===== config.mk =====
export PLATFORM = sky130hd
export DESIGN_NAME = mcdq_lane
export DESIGN_NICKNAME = d
export VERILOG_FILES = /design/src/rtl/mcdq_pkg.sv /design/src/rtl/mcdq_lane.sv
export SDC_FILE = /design/constraint.sdc
export NUM_CORES = 2
export LEC_CHECK = 0
export BUFFER_PORTS_ARGS = -buffer_cell sky130_fd_sc_hd__buf_2
export CAP_MARGIN = 20
export CORE_MARGIN = 1
export CORE_UTILIZATION = 60
export CTS_CLUSTER_DIAMETER = 30
export CTS_CLUSTER_SIZE = 25
export DETAILED_ROUTE_END_ITERATION = 8
export GPL_ROUTABILITY_DRIVEN = 1
export PLACE_DENSITY = 0.87
export SYNTH_ARGS = -nofsm -noshare
export SYNTH_HDL_FRONTEND = slang
export SYNTH_SLANG_ARGS = --single-unit

===== constraint.sdc =====
create_clock -name clk -period 18.9 [get_ports clk]
set_input_delay 3.78 -clock clk [delete_from_list [all_inputs] [get_ports clk]]
set_output_delay 3.78 -clock clk [all_outputs]
set_load 0.05 [all_outputs]

===== src/rtl/mcdq_pkg.sv =====
// Shared types, constants and register indexes of the click and drag qualifier.
`default_nettype none

package mcdq_pkg;

  localparam int BUTTONS_DEF    = 5;
  localparam int COORD_BITS_DEF = 16;

  localparam int TIME_W   = 32;
  localparam int TICK_W   = 16;
  localparam int WHEEL_W  = 8;
  localparam int SCROLL_W = 16;
  localparam int WINDOW_W = 16;
  localparam int DRAG_W   = 12;
  localparam int THR_W    = 2 * DRAG_W;
  localparam int CFG_IDX_W  = 4;
  localparam int CFG_DATA_W = 16;

  localparam logic [WINDOW_W-1:0] WINDOW_RESET = WINDOW_W'(500);
  localparam int                  DRAG_RESET   = 4;
  localparam logic [THR_W-1:0]    THR_RESET    = THR_W'(DRAG_RESET * DRAG_RESET);

  // Configuration register indexes.
  localparam logic [CFG_IDX_W-1:0] REG_WINDOW = CFG_IDX_W'(0);
  localparam logic [CFG_IDX_W-1:0] REG_DRAG   = CFG_IDX_W'(1);

  // Request kinds.
  localparam logic REQ_FRAME = 1'b0;
  localparam logic REQ_WHEEL = 1'b1;

  typedef struct packed {
    logic [WINDOW_W-1:0] window;
    logic [THR_W-1:0]    thr2;
  } cfg_t;

  typedef struct packed {
    logic down;
    logic up;
    logic dbl;
    logic drag;
  } lane_stat_t;

endpackage

`default_nettype wire


===== src/rtl/mcdq_lane.sv =====
// One button: edge detection, double click timing and drag qualification.
`default_nettype none

module mcdq_lane #(
  parameter int COORD_BITS = mcdq_pkg::COORD_BITS_DEF
) (
  input  wire logic                            clk,
  input  wire logic                            rst,
  input  wire logic                            fire,
  input  wire logic                            btn,
  input  wire logic [mcdq_pkg::TIME_W-1:0]     time_next,
  input  wire logic signed [COORD_BITS-1:0]    px,
  input  wire logic signed [COORD_BITS-1:0]    py,
  input  wire mcdq_pkg::cfg_t                  regs,
  output mcdq_pkg::lane_stat_t                 stat
);
  import mcdq_pkg::*;

  localparam int SQ_W  = 2 * (COORD_BITS + 1);
  localparam int D2_W  = SQ_W + 1;
  localparam int CMP_W = (D2_W > THR_W) ? D2_W : THR_W;

  logic                     prev;
  logic                     drag;
  logic                     armed;
  logic [TIME_W-1:0]        last_time;
  logic [COORD_BITS-1:0]    down_x;
  logic [COORD_BITS-1:0]    down_y;

  logic                     down;
  logic                     up;
  logic                     dbl;
  logic [TIME_W-1:0]        since;
  logic signed [COORD_BITS:0] ex;
  logic signed [COORD_BITS:0] ey;
  logic signed [SQ_W-1:0]   sqx;
  logic signed [SQ_W-1:0]   sqy;
  logic [D2_W-1:0]          d2;
  logic                     far;
  logic                     drag_next;

  assign down  = btn & ~prev;
  assign up    = ~btn & prev;
  assign since = time_next - last_time;
  assign dbl   = down & armed & (since <= TIME_W'(regs.window));

  // On a down edge the stored position is the current one, so the distance is zero.
  assign ex  = down ? '0 : ($signed({px[COORD_BITS-1], px}) -
                            $signed({down_x[COORD_BITS-1], down_x}));
  assign ey  = down ? '0 : ($signed({py[COORD_BITS-1], py}) -
                            $signed({down_y[COORD_BITS-1], down_y}));
  assign sqx = ex * ex;
  assign sqy = ey * ey;
  assign d2  = {1'b0, sqx} + {1'b0, sqy};
  assign far = CMP_W'(d2) >= CMP_W'(regs.thr2);

  always_comb begin
    if (btn) begin
      drag_next = drag | far;
    end else if (up) begin
      drag_next = 1'b0;
    end else begin
      drag_next = drag;
    end
  end

  assign stat.down = down;
  assign stat.up   = up;
  assign stat.dbl  = dbl;
  assign stat.drag = drag_next;

  always_ff @(posedge clk) begin
    if (rst) begin
      prev  <= 1'b0;
      drag  <= 1'b0;
      armed <= 1'b0;
    end else if (fire) begin
      prev <= btn;
      drag <= drag_next;
      if (down) begin
        armed <= ~dbl;
      end
    end
  end

  always_ff @(posedge clk) begin
    if (fire && down) begin
      down_x <= px;
      down_y <= py;
      if (!dbl) begin
        last_time <= time_next;
      end
    end
  end

endmodule

`default_nettype wire


==> metrics.txt <==
Synth cell types=84; Seq cells post-synth=67; crit path kind=primary input to output pin; crit-path max FO=11; endpoints failing setup=0; R2R Path Start=down_x[0]$_DFFE_PP_; total CTS buffers=9; dpl ws=-0.385 ns; DRT Wirelength=~64 mm; Die Area=46100 µm²; Site Rows=77; via count=21600; Worst setup EP type=output pin; # IOs=112; hold crit path type=register to register; top cells by area, synth=fa_1 (40%), ha_1 (14%), inv_1 (11%); first-pass GRT wire length=107 mm; FMAX=53.8 MHz; Residual DRC=0; remaining antenna violation count after routing=0; total negative slack=0 ns; Startpoint Class=primary input; vias in the first global route=22900; Worst-Margin Slew=0.768 ns; top cells by count, synth=inv_1 (782), fa_1 (544), ha_1 (296), nand2_1 (261), nor2_1 (243); Area growth, synth to finish=8.23%; cell taking the most area after synthesis=fa_1; gr usage total=between 20 and 30%; Async SR Flop Fraction=0%; origin of the worst min-delay path=prev$_SDFFE_PP0P_; Yosys Warn Count=0; layout cell share with drive strength beyond 1=9.14%; Util after Layout=66.1%; sequential fraction of the synthesis area=7.31%; CP max stage cell=or4b_4; core area=44400 µm²; Mapped Nets=3995; Final Skew=0.0151 ns; post-route insts no fill=3786; Initial Utilization=61.1%; Yosys top cell area share=40.1%; Final Max Slew Viols=0; final worst slack=0.329 ns; status=completed; dpl cells=3756; Worst EP required=15.12 ns; Post-synth top flop=edfxtp_1; Die Span Y=roughly 210 µm; H-tree Lvls=3; final critical-path required period=18.57 ns; nets@finish=4137; IO buf count=111; Final Hold Viols=0; vias per cell=5.69; Worst-path clk slew=0.06 ns; mean area per synthesized cell=8.90 µm²; drt pass-1 iters=8; gpl congestion=0.950; Max-slew headroom=48.6%; DIE WIDTH=215 µm; count leader, synth=inv_1; Clock Sinks=between 60 and 70; initial antenna violation count=2; filler instances=3362; clk buf depth=2; total grt overflow=0; Worst Path Arrival=approximately 15 ns; Worst Reg-to-Reg Cells=47; fin crit share=a little over nine tenths; largest net degree at the start of global routing=34; max-cap viol count=0; ant diodes=0; hold-fix buffers at CTS=0; crit-path most repeated cell=fa_1; Post-synth EDFFs=64; Hold Crit Depth=2; Cells after Synth=slightly above 3000; CTS tree=done; Clk Latency, worst-skew pair=0.39 ns; Starting DRT DRC Count=1598; Root Buffer=clkbuf_16; post-DR wirelength/cell=approximately 17 µm; hpwl dp=53.9 mm; CP startpoint=px[0]; Post-Synthesis Cell Area=27100 µm²; CP max stage delay=approximately 0.6 ns
-- stage by stage --
stage	hold slack [ns]	instance area (µm²)
floorplan	0.489	27100
CTS	0.554	29100
detailed placement	0.547	28700
finish	0.554	29400
global placement	0.519	28700
global route	0.618	29400
-- cell usage in the layout, fill, tap and decap left out, types with 29 or more instances in the layout --
cell type,count
inv_1,775
fa_1,542
ha_1,289
nand2_1,260
nor2_1,241
a21oi_1,125
buf_2,110
xnor2_1,100
buf_4,88
edfxtp_1,64
a21o_1,59
o21ai_0,57
xor2_1,40
nand3_1,31
nor3_1,29
-- metal layers --
layer,wire [µm],vias to the layer above,global-route usage (%)
li1,-,9764,-
met1,24600,10600,36.6
met2,31700,955,49.5
met3,5710,206,5.40
met4,2480,4,11.0
met5,23,-,0
-- logic make-up after synthesis --
kind of cell	synth area share (%)
muxes	0.452
adders and majority gates	53.8
AOI/OAI and AO/OA	10.5
and+or+nand+nor	11.6
xor gates and xnor gates	4.52
buffers and inverters	11.9
DFF	7.31
-- timing repair --
| action | CTS | global route |
|---|---|---|
| endpoints found under the setup margin | 1 | 1 |
| pin swaps | 0 | 24 |
| setup buffers | 0 | 14 |
| resized for setup | 6 | 62 |
-- worst max-delay path: cells and delay by family --
kind            cells  cell delay [ns]
compound gates     18             3.26
xor+xnor            2             0.33
fa+ha+maj          11             4.50
buf+inv             8             1.01
mux                 1             0.26
simple gates       10             1.63
-- path summary, 6_finish.rpt --
check	endpoint	slack, ns
setup / recovery	stat[0]	0.33
hold / removal	prev$_SDFFE_PP0P_	0.55
setup reg to reg	drag$_SDFFE_PP0P_	7.63
hold reg to reg	prev$_SDFFE_PP0P_	0.55
-- area by class of cell --
type,count,area (µm²),share of cell area [%]
multi-input combinational,2125,22100,75.3
inverter,787,2970,10.1
sequential,67,1980,6.75
timing repair buffer,199,1220,4.16
tap,592,741,2.52
clock buffer,11,243,0.827
clock inverter,5,85.1,0.290
-- sequential cells by signal, indices dropped and copies added, names as in the netlist --
register,count
down_x,16
drag,1
prev,1
armed,1
down_y,16
last_time,32
Power is left out: the tool's default activity adds up to more than one toggle a clock period on the data nets, which glitch-free logic cannot reach.
