$ cat config.mk
export PLATFORM = sky130hd
export DESIGN_NAME = mcdq_cfg_flat
export DESIGN_NICKNAME = d
export VERILOG_FILES = /design/src/rtl/mcdq_pkg.sv /design/src/rtl/mcdq_if.sv /design/src/rtl/mcdq_cfg.sv /design/src/flat_wrapper.sv
export SDC_FILE = /design/constraint.sdc
export NUM_CORES = 1
export LEC_CHECK = 0
export ABC_AREA = 1
export BUFFER_PORTS_ARGS = -buffer_cell sky130_fd_sc_hd__buf_2
export CAP_MARGIN = 20
export CORE_UTILIZATION = 30
export DETAILED_ROUTE_END_ITERATION = 8
export PLACE_DENSITY_LB_ADDON = 0.2
export SLEW_MARGIN = 30
export SYNTH_ARGS = -nofsm -noshare
export SYNTH_HDL_FRONTEND = slang
export SYNTH_SLANG_ARGS = --single-unit
export TNS_END_PERCENT = 1
$ cat constraint.sdc
create_clock -name clk -period 13 [get_ports clk]
set_input_delay 2.6 -clock clk [delete_from_list [all_inputs] [get_ports clk]]
set_output_delay 2.6 -clock clk [all_outputs]
set_load 0.05 [all_outputs]
$ cat src/rtl/mcdq_pkg.sv
// Shared types, constants and register indexes of the click and drag qualifier.
`default_nettype none

package mcdq_pkg;

  localparam int BUTTONS_DEF    = 5;
  localparam int COORD_BITS_DEF = 16;

  localparam int TIME_W   = 32;
  localparam int TICK_W   = 16;
  localparam int WHEEL_W  = 8;
  localparam int SCROLL_W = 16;
  localparam int WINDOW_W = 16;
  localparam int DRAG_W   = 12;
  localparam int THR_W    = 2 * DRAG_W;
  localparam int CFG_IDX_W  = 4;
  localparam int CFG_DATA_W = 16;

  localparam logic [WINDOW_W-1:0] WINDOW_RESET = WINDOW_W'(500);
  localparam int                  DRAG_RESET   = 4;
  localparam logic [THR_W-1:0]    THR_RESET    = THR_W'(DRAG_RESET * DRAG_RESET);

  // Configuration register indexes.
  localparam logic [CFG_IDX_W-1:0] REG_WINDOW = CFG_IDX_W'(0);
  localparam logic [CFG_IDX_W-1:0] REG_DRAG   = CFG_IDX_W'(1);

  // Request kinds.
  localparam logic REQ_FRAME = 1'b0;
  localparam logic REQ_WHEEL = 1'b1;

  typedef struct packed {
    logic [WINDOW_W-1:0] window;
    logic [THR_W-1:0]    thr2;
  } cfg_t;

  typedef struct packed {
    logic down;
    logic up;
    logic dbl;
    logic drag;
  } lane_stat_t;

endpackage

`default_nettype wire

$ cat src/rtl/mcdq_if.sv
// Channel interfaces: request, result and configuration write.
`default_nettype none


interface mcdq_cfg_if;
  logic                               valid;
  logic                               ready;
  logic [mcdq_pkg::CFG_IDX_W-1:0]     index;
  logic [mcdq_pkg::CFG_DATA_W-1:0]    data;

  modport source (output valid, index, data, input ready);
  modport sink (input valid, index, data, output ready);
endinterface

`default_nettype wire

$ cat src/rtl/mcdq_cfg.sv
// Configuration registers: double click window and squared drag threshold.
`default_nettype none

module mcdq_cfg (
  input  wire logic     clk,
  input  wire logic     rst,
  mcdq_cfg_if.sink      cfg,
  output mcdq_pkg::cfg_t regs
);
  import mcdq_pkg::*;

  logic [THR_W-1:0] drag_len;

  assign cfg.ready = 1'b1;
  assign drag_len  = THR_W'(cfg.data[DRAG_W-1:0]);

  // The drag distance is only ever used squared, so the square is kept instead.
  always_ff @(posedge clk) begin
    if (rst) begin
      regs.window <= WINDOW_RESET;
      regs.thr2   <= THR_RESET;
    end else if (cfg.valid) begin
      if (cfg.index == REG_WINDOW) begin
        regs.window <= cfg.data[WINDOW_W-1:0];
      end else if (cfg.index == REG_DRAG) begin
        regs.thr2 <= drag_len * drag_len;
      end
    end
  end

endmodule

`default_nettype wire

$ cat src/flat_wrapper.sv
// flat-port wrapper written by rule: the top's interface ports become plain ports
module mcdq_cfg_flat import mcdq_pkg::*;
  (clk, rst, regs, cfg_valid, cfg_index, cfg_data, cfg_ready);
  mcdq_cfg_if cfg_i ();
  input  wire logic clk;
  input  wire logic rst;
  output mcdq_pkg::cfg_t regs;
  input wire logic [$bits(cfg_i.valid)-1:0] cfg_valid;
  input wire logic [$bits(cfg_i.index)-1:0] cfg_index;
  input wire logic [$bits(cfg_i.data)-1:0] cfg_data;
  output wire logic [$bits(cfg_i.ready)-1:0] cfg_ready;
  assign cfg_i.valid = cfg_valid;
  assign cfg_i.index = cfg_index;
  assign cfg_i.data = cfg_data;
  assign cfg_ready = cfg_i.ready;
  mcdq_cfg u_core (.clk(clk), .rst(rst), .cfg(cfg_i), .regs(regs));
endmodule
==> results.py, run 1 <==
metrics = {
    "power_and_ir_drop": {
        "peakVddDrop_v": 0.00009366,
        "leakagePower_nw": 3.875,
        "power_density_nw_per_um2": 201.0,
    },
    "yosys": {
        "synthArstFlopShare": 0,
        "synth-edff-count": 0,
        "syn-instance-count": 771,
        "ys_ff_latch": 39,
        "ys_types": 33,
        "seq_area_frac_synth": 0.1368,
        "synth_flop_cell": "dfxtp_1",
        "yosysWarningCount": 0,
        "syn_area_sq_um": 5705,
        "synthesis.nets": 932,
        "syn_avg_cell_area_sq_um": 7.400,
    },
    "critical_path": {
        "crit_path_cell_trace": "buf_2 > nand2_1 > inv_1 > fa_1 > fa_1 > inv_1 > fa_1 > inv_1 > fa_1 > inv_1 > fa_1 > inv_1 > ha_1 > nand2_2 > nor2_1 > nand3_1 > nand3_2 > nand2_1 > nand3_1 > nand2_1 > nor2_1 > nor2_1",
        "worst_path_dominant_cell_family": "adder cells",
        "slowest_delay_ns": 0.53,
        "reg2reg_from": "u_core.regs[10]",
        "crit_start": "cfg_data[6]",
        "endpoint": "u_core.regs[21]",
        "cp-end-kind": "flip-flop",
        "r2r_cells": 3,
        "r2r_end": "u_core.regs[10]",
        "critPathSlowestCell": "fa_1",
        "crit_required_ns": 13.19,
        "worstSetupStartpointType": "input port",
        "crit_type": "input port to flip-flop",
        "reg2reg_slack_ns": 12.26,
        "arrival_ns": 7.16,
        "path_max_fanout": 13,
        "crit_buf_inv": 6,
        "crit_cells": 22,
    },
    "floorplan": {
        "dieArea_sq_um": 19570,
        "die_w_um": 139.9,
        "die_h_um": 139.9,
        "fp.coreArea_sq_um": 18640,
        "fp-row-count": 50,
        "pin_count": 64,
        "initial_utilization": 0.3060,
    },
    "drt": {
        "drt-initial-drc-count": 149,
        "drcViolationCount": 0,
        "first_pass_iters": 6,
        "routed_wl_um": 13620,
        "via_per_inst": 4.400,
        "ant_nets": 0,
        "wl_per_cell_um": 12.94,
        "dr_total_vias": 4629,
    },
    "cells_and_area": {
        "largest_reg_flops": 39,
        "top_register": "u_core.regs",
        "top_regs": "u_core.regs (39)",
        "drive_above_1_share": 0.1161,
        "n_antenna_cell": 0,
        "nNetsFinal": 978,
        "stdcell_count": 1052,
        "area_growth_pct": 12.08,
        "fin_util": 0.3430,
    },
    "clock_network": {
        "cts_hold_buf": 0,
        "clockBufferDepth": 2,
        "worstSkewPairLatency_ns": 0.30,
        "cts-resized-gates": 0,
        "cts_setup_buffers": 0,
        "cts.sinks": 39,
        "cts_tree": "done",
        "cts_max_level": 2,
        "cts.clk_slew.worst_paths_ns": 0.06,
        "numCtsBuffers": 5,
        "cts_root_buffer": "clkbuf_16",
    },
    "sta": {
        "clock.fmax_ghz": 0.1435,
        "timing.setup.tns_ns": 0,
        "fin_worst_skew_ns": 0,
        "worst_slew_pin_slew_ns": 0.7438,
        "finalCritPeriodShare": 0.5360,
        "rsz0062_at_grt": "false",
        "period_needed_ns": 6.968,
        "worst_slew_margin_rel": 0.5036,
        "setup_violations": 0,
        "drv_slew": 0,
        "finalHoldViolations": 0,
    },
    "global_routing": {
        "grt_use_met3": 0.01880,
        "grt_antenna_before_repair": 0,
        "grt_pass1_wl_um": 23960,
        "busiest_layer": "met2",
        "grt_start_max_net_pins": 33,
        "track_usage": 0.1568,
        "grtUsageMet1": 0.1967,
        "grt_util_met2": 0.2839,
        "grt_pass1_vias": 4820,
        "gr-total-overflow": 0,
    },
    "job": {
        "cap_violations": 0,
    },
    "run_status": {
        "status": "complete, no violations",
    },
    "place": {
        "dpl.cell_count": 1044,
        "portBuffers": 61,
        "dp_hpwl_um": 11050,
        "gp_congestion": 0.8272,
    },
    "worst_hold_path": {
        "hold_path.class": "flip-flop to flip-flop",
    },
}
==> Yosys cell counts, types with 4 or more instances <==
cell type / instances / area share
nor2_1: 46 / 0.030
o21a_1: 8 / 0.011
o21bai_1: 7 / 0.0092
o211ai_1: 5 / 0.0066
nand2_2: 9 / 0.0099
fa_1: 80 / 0.28
clkbuf_1: 16 / 0.011
dfxtp_1: 39 / 0.14
ha_1: 58 / 0.13
nand3_1: 30 / 0.026
a21oi_1: 24 / 0.021
inv_1: 212 / 0.14
inv_2: 4 / 0.0026
xor2_1: 8 / 0.012
xnor2_1: 8 / 0.012
o21ai_0: 24 / 0.021
nand2_1: 165 / 0.11
==> cell families (layout without fill, tap and decap cells) <==
family / Yosys count / after routing / share of synthesized area
simple gates: 265 / 265 / 0.1945
other cells: 2 / 2 / 0.001316
flops: 39 / 39 / 0.1368
compound gates: 72 / 72 / 0.07369
xor+xnor: 16 / 16 / 0.02456
buf+inv: 239 / 286 / 0.1612
fa+ha+maj: 138 / 138 / 0.4079
==> through the flow <==
stage / setup slack [ns] / total power, mW / area [sq um] / hold slack (ns)
CTS: 5.997 / 1.315 / 6395 / 0.4630
global route: 5.633 / 1.466 / 6395 / 0.4851
finish: 6.032 / 1.285 / 6395 / 0.4537
detailed placement: 5.678 / 1.137 / 6202 / 0.4459
floorplan: 6.093 / 0.9110 / 5705 / 0.6695
global placement: 5.628 / 1.142 / 6202 / 0.4445
==> cells in the final DEF, fill, tap and decap left out, types with 3 or more instances in the layout <==
| master | n |
|---|---|
| a21oi_1 | 24 |
| buf_2 | 61 |
| clkbuf_16 | 5 |
| dfxtp_1 | 39 |
| fa_1 | 80 |
| ha_1 | 58 |
| inv_1 | 212 |
| inv_2 | 4 |
| nand2_1 | 165 |
| nand2_2 | 9 |
| nand3_1 | 30 |
| nor2_1 | 46 |
| nor2_2 | 3 |
| o211ai_1 | 5 |
| o21a_1 | 8 |
| o21ai_0 | 24 |
| o21bai_1 | 7 |
| xnor2_1 | 8 |
| xor2_1 | 8 |
==> worst register-to-register path: cells and delay by family (launching register included) <==
kind                   cells  cell delay (ns)
AO/OA/AOI/OAI              2             0.29
buffers and inverters      1             0.05
flip-flops                 1             0.30
==> metal layers <==
metal  routed length [um]  up-vias
met3                  385        8
met2                 6979       71
met5                    0        -
met4                  144        0
met1                 6108     2196
li1                     -     2354
==> where the power goes <==
group	switching [mW]	internal [mW]
clock network	0.0572	0.110
registers	0.00134	0.122
logic	0.634	0.360
==> worst min path at each step <==
stage                          startpoint              end  slack (ns)  depth (start not counted)
after floorplan            u_core.regs[0]   u_core.regs[0]        0.67                          2
after global placement    u_core.regs[30]  u_core.regs[30]        0.44                          2
after detailed placement  u_core.regs[30]  u_core.regs[30]        0.45                          2
after CTS                 u_core.regs[30]  u_core.regs[30]        0.46                          2
after global routing       u_core.regs[2]   u_core.regs[2]        0.49                          2
final                     u_core.regs[30]  u_core.regs[30]        0.45                          2
==> area by class of cell <==
| cell class | count | area, sq um |
|---|---|---|
| Clock buffer | 5 | 125.1 |
| Clock inverter | 3 | 67.56 |
| Fill cell | 2045 | 12250 |
| Inverter | 216 | 810.8 |
| Multi-Input combinational cell | 493 | 4005 |
| Sequential cell | 39 | 780.7 |
| Tap cell | 234 | 292.8 |
| Timing Repair Buffer | 62 | 312.8 |
Note: power is estimated with default switching activity, not from simulation.
==> inputs of run 2 (changes only) <==
==> constraint.sdc (replaced) <==
create_clock -name clk -period 6.7 [get_ports clk]
set_input_delay 1.34 -clock clk [delete_from_list [all_inputs] [get_ports clk]]
set_output_delay 1.34 -clock clk [all_outputs]
set_load 0.05 [all_outputs]
==> results.py, run 2 (synthesis gave the netlist of run 1 again) <==
metrics = {
    "power_and_ir_drop": {
        "power_density_nw_per_um2": 387.8,
        "peakVddDrop_v": 0.0002040,
        "leakagePower_nw": 3.872,
    },
    "clock_network": {
        "cts_max_level": 2,
        "cts-resized-gates": 0,
        "cts_tree": "done",
        "cts_root_buffer": "clkbuf_16",
        "clockBufferDepth": 2,
        "cts_setup_buffers": 0,
        "cts.clk_slew.worst_paths_ns": 0.06,
        "numCtsBuffers": 5,
        "cts_hold_buf": 0,
        "cts.sinks": 39,
        "worstSkewPairLatency_ns": 0.29,
    },
    "critical_path": {
        "crit_path_cell_trace": "buf_2 > nand2_1 > inv_1 > fa_1 > fa_1 > inv_1 > fa_1 > inv_1 > fa_1 > inv_1 > fa_1 > inv_1 > ha_1 > nand2_2 > nor2_1 > nand3_1 > nand3_2 > nand2_1 > nand3_1 > nand2_1 > nor2_1 > nor2_1",
        "reg2reg_slack_ns": 5.95,
        "r2r_cells": 3,
        "critPathSlowestCell": "fa_1",
        "cp-end-kind": "flip-flop",
        "slowest_delay_ns": 0.53,
        "crit_type": "input port to flip-flop",
        "arrival_ns": 5.90,
        "worstSetupStartpointType": "input port",
        "crit_required_ns": 6.89,
        "path_max_fanout": 13,
    },
    "cells_and_area": {
        "top_regs": "u_core.regs (39)",
        "final_common_cell": "inv_1",
        "stdcell_area_sq_um": 6376,
        "fin_util": 0.3420,
        "area_growth_pct": 11.75,
        "largest_reg_flops": 39,
        "drive_above_1_share": 0.1161,
        "final_cell_mix": "212 x inv_1, 165 x nand2_1, 80 x fa_1, 61 x buf_2, 58 x ha_1",
        "n_antenna_cell": 0,
        "nNetsFinal": 978,
        "top_register": "u_core.regs",
    },
    "drt": {
        "ant_nets": 0,
        "wl_per_cell_um": 13.00,
        "routed_wl_um": 13680,
        "via_per_inst": 4.391,
        "first_pass_iters": 5,
        "drt-initial-drc-count": 189,
        "drcViolationCount": 0,
        "dr_total_vias": 4619,
    },
    "sta": {
        "finalCritPeriodShare": 0.8527,
        "fin_worst_skew_ns": 0,
        "clock.fmax_ghz": 0.1750,
        "worst_slew_margin_rel": 0.4880,
        "worst_slew_pin_slew_ns": 0.7671,
        "rsz0062_at_grt": "false",
        "period_needed_ns": 5.713,
        "drv_slew": 0,
        "finalHoldViolations": 0,
        "setup_violations": 0,
        "timing.setup.tns_ns": 0,
    },
    "floorplan": {
        "pin_count": 64,
        "fp-row-count": 50,
        "die_w_um": 139.9,
        "die_h_um": 139.9,
        "fp.coreArea_sq_um": 18640,
        "dieArea_sq_um": 19570,
        "initial_utilization": 0.3060,
    },
    "place": {
        "portBuffers": 61,
        "gp_congestion": 0.8338,
        "dp_hpwl_um": 11070,
        "post_dp_cell_area_sq_um": 6202,
    },
    "global_routing": {
        "grt_start_max_net_pins": 33,
        "track_usage": 0.1563,
        "grt_pass1_vias": 4878,
        "gr-total-overflow": 0,
        "grt_pass1_wl_um": 24020,
        "grt_antenna_before_repair": 0,
    },
    "worst_hold_path": {
        "hold_path.class": "flip-flop to flip-flop",
        "min_path_cells": 2,
    },
    "run_status": {
        "status": "complete, no violations",
    },
    "job": {
        "cap_violations": 0,
    },
}
run 2: cell type report:
cell class                      count  area (sq um)
Fill cell                        2044         12270
Multi-Input combinational cell    493          4005
Inverter                          216         810.8
Sequential cell                    39         780.7
Timing Repair Buffer               62         312.8
Tap cell                          234         292.8
Clock buffer                        6         138.9
Clock inverter                      2         35.03
run 2: through the flow:
stage                     std cells  setup WS, ns  power [mW]  hold WS, ns
after floorplan                 771         1.053       1.768       0.6695
after global placement         1044        0.5857       2.213       0.4445
after detailed placement       1044        0.6452       2.212       0.4473
after CTS                      1052        0.9518       2.525       0.4654
after global routing           1052        0.5791       2.815       0.4806
final                          1052        0.9869       2.473       0.4586
run 2: report_power, final:
group / total (mW) / internal [mW] / switching (mW)
logic: 1.94 / 0.701 / 1.24
clock network: 0.295 / 0.186 / 0.110
registers: 0.240 / 0.237 / 0.00260
run 2: routing by layer:
| metal | up-vias | track usage | wire, um |
|---|---|---|---|
| met5 | - | 0 | 0 |
| met4 | 0 | 0.03817 | 122 |
| met3 | 10 | 0.01983 | 354 |
| met2 | 63 | 0.2853 | 6982 |
| met1 | 2185 | 0.1941 | 6217 |
| li1 | 2361 | - | - |
run 2: worst paths after layout:
path                                      start         endpoint
worst max-delay path                cfg_data[6]  u_core.regs[21]
worst min register to register  u_core.regs[30]  u_core.regs[30]
worst min-delay path            u_core.regs[30]  u_core.regs[30]
worst max register to register  u_core.regs[14]  u_core.regs[14]
run 2: critical path, delay by kind of cell:
| kind | cells | cell delay, ns |
|---|---|---|
| simple gates | 10 | 1.06 |
| buf+inv | 6 | 0.59 |
| fa+ha+maj | 6 | 2.92 |
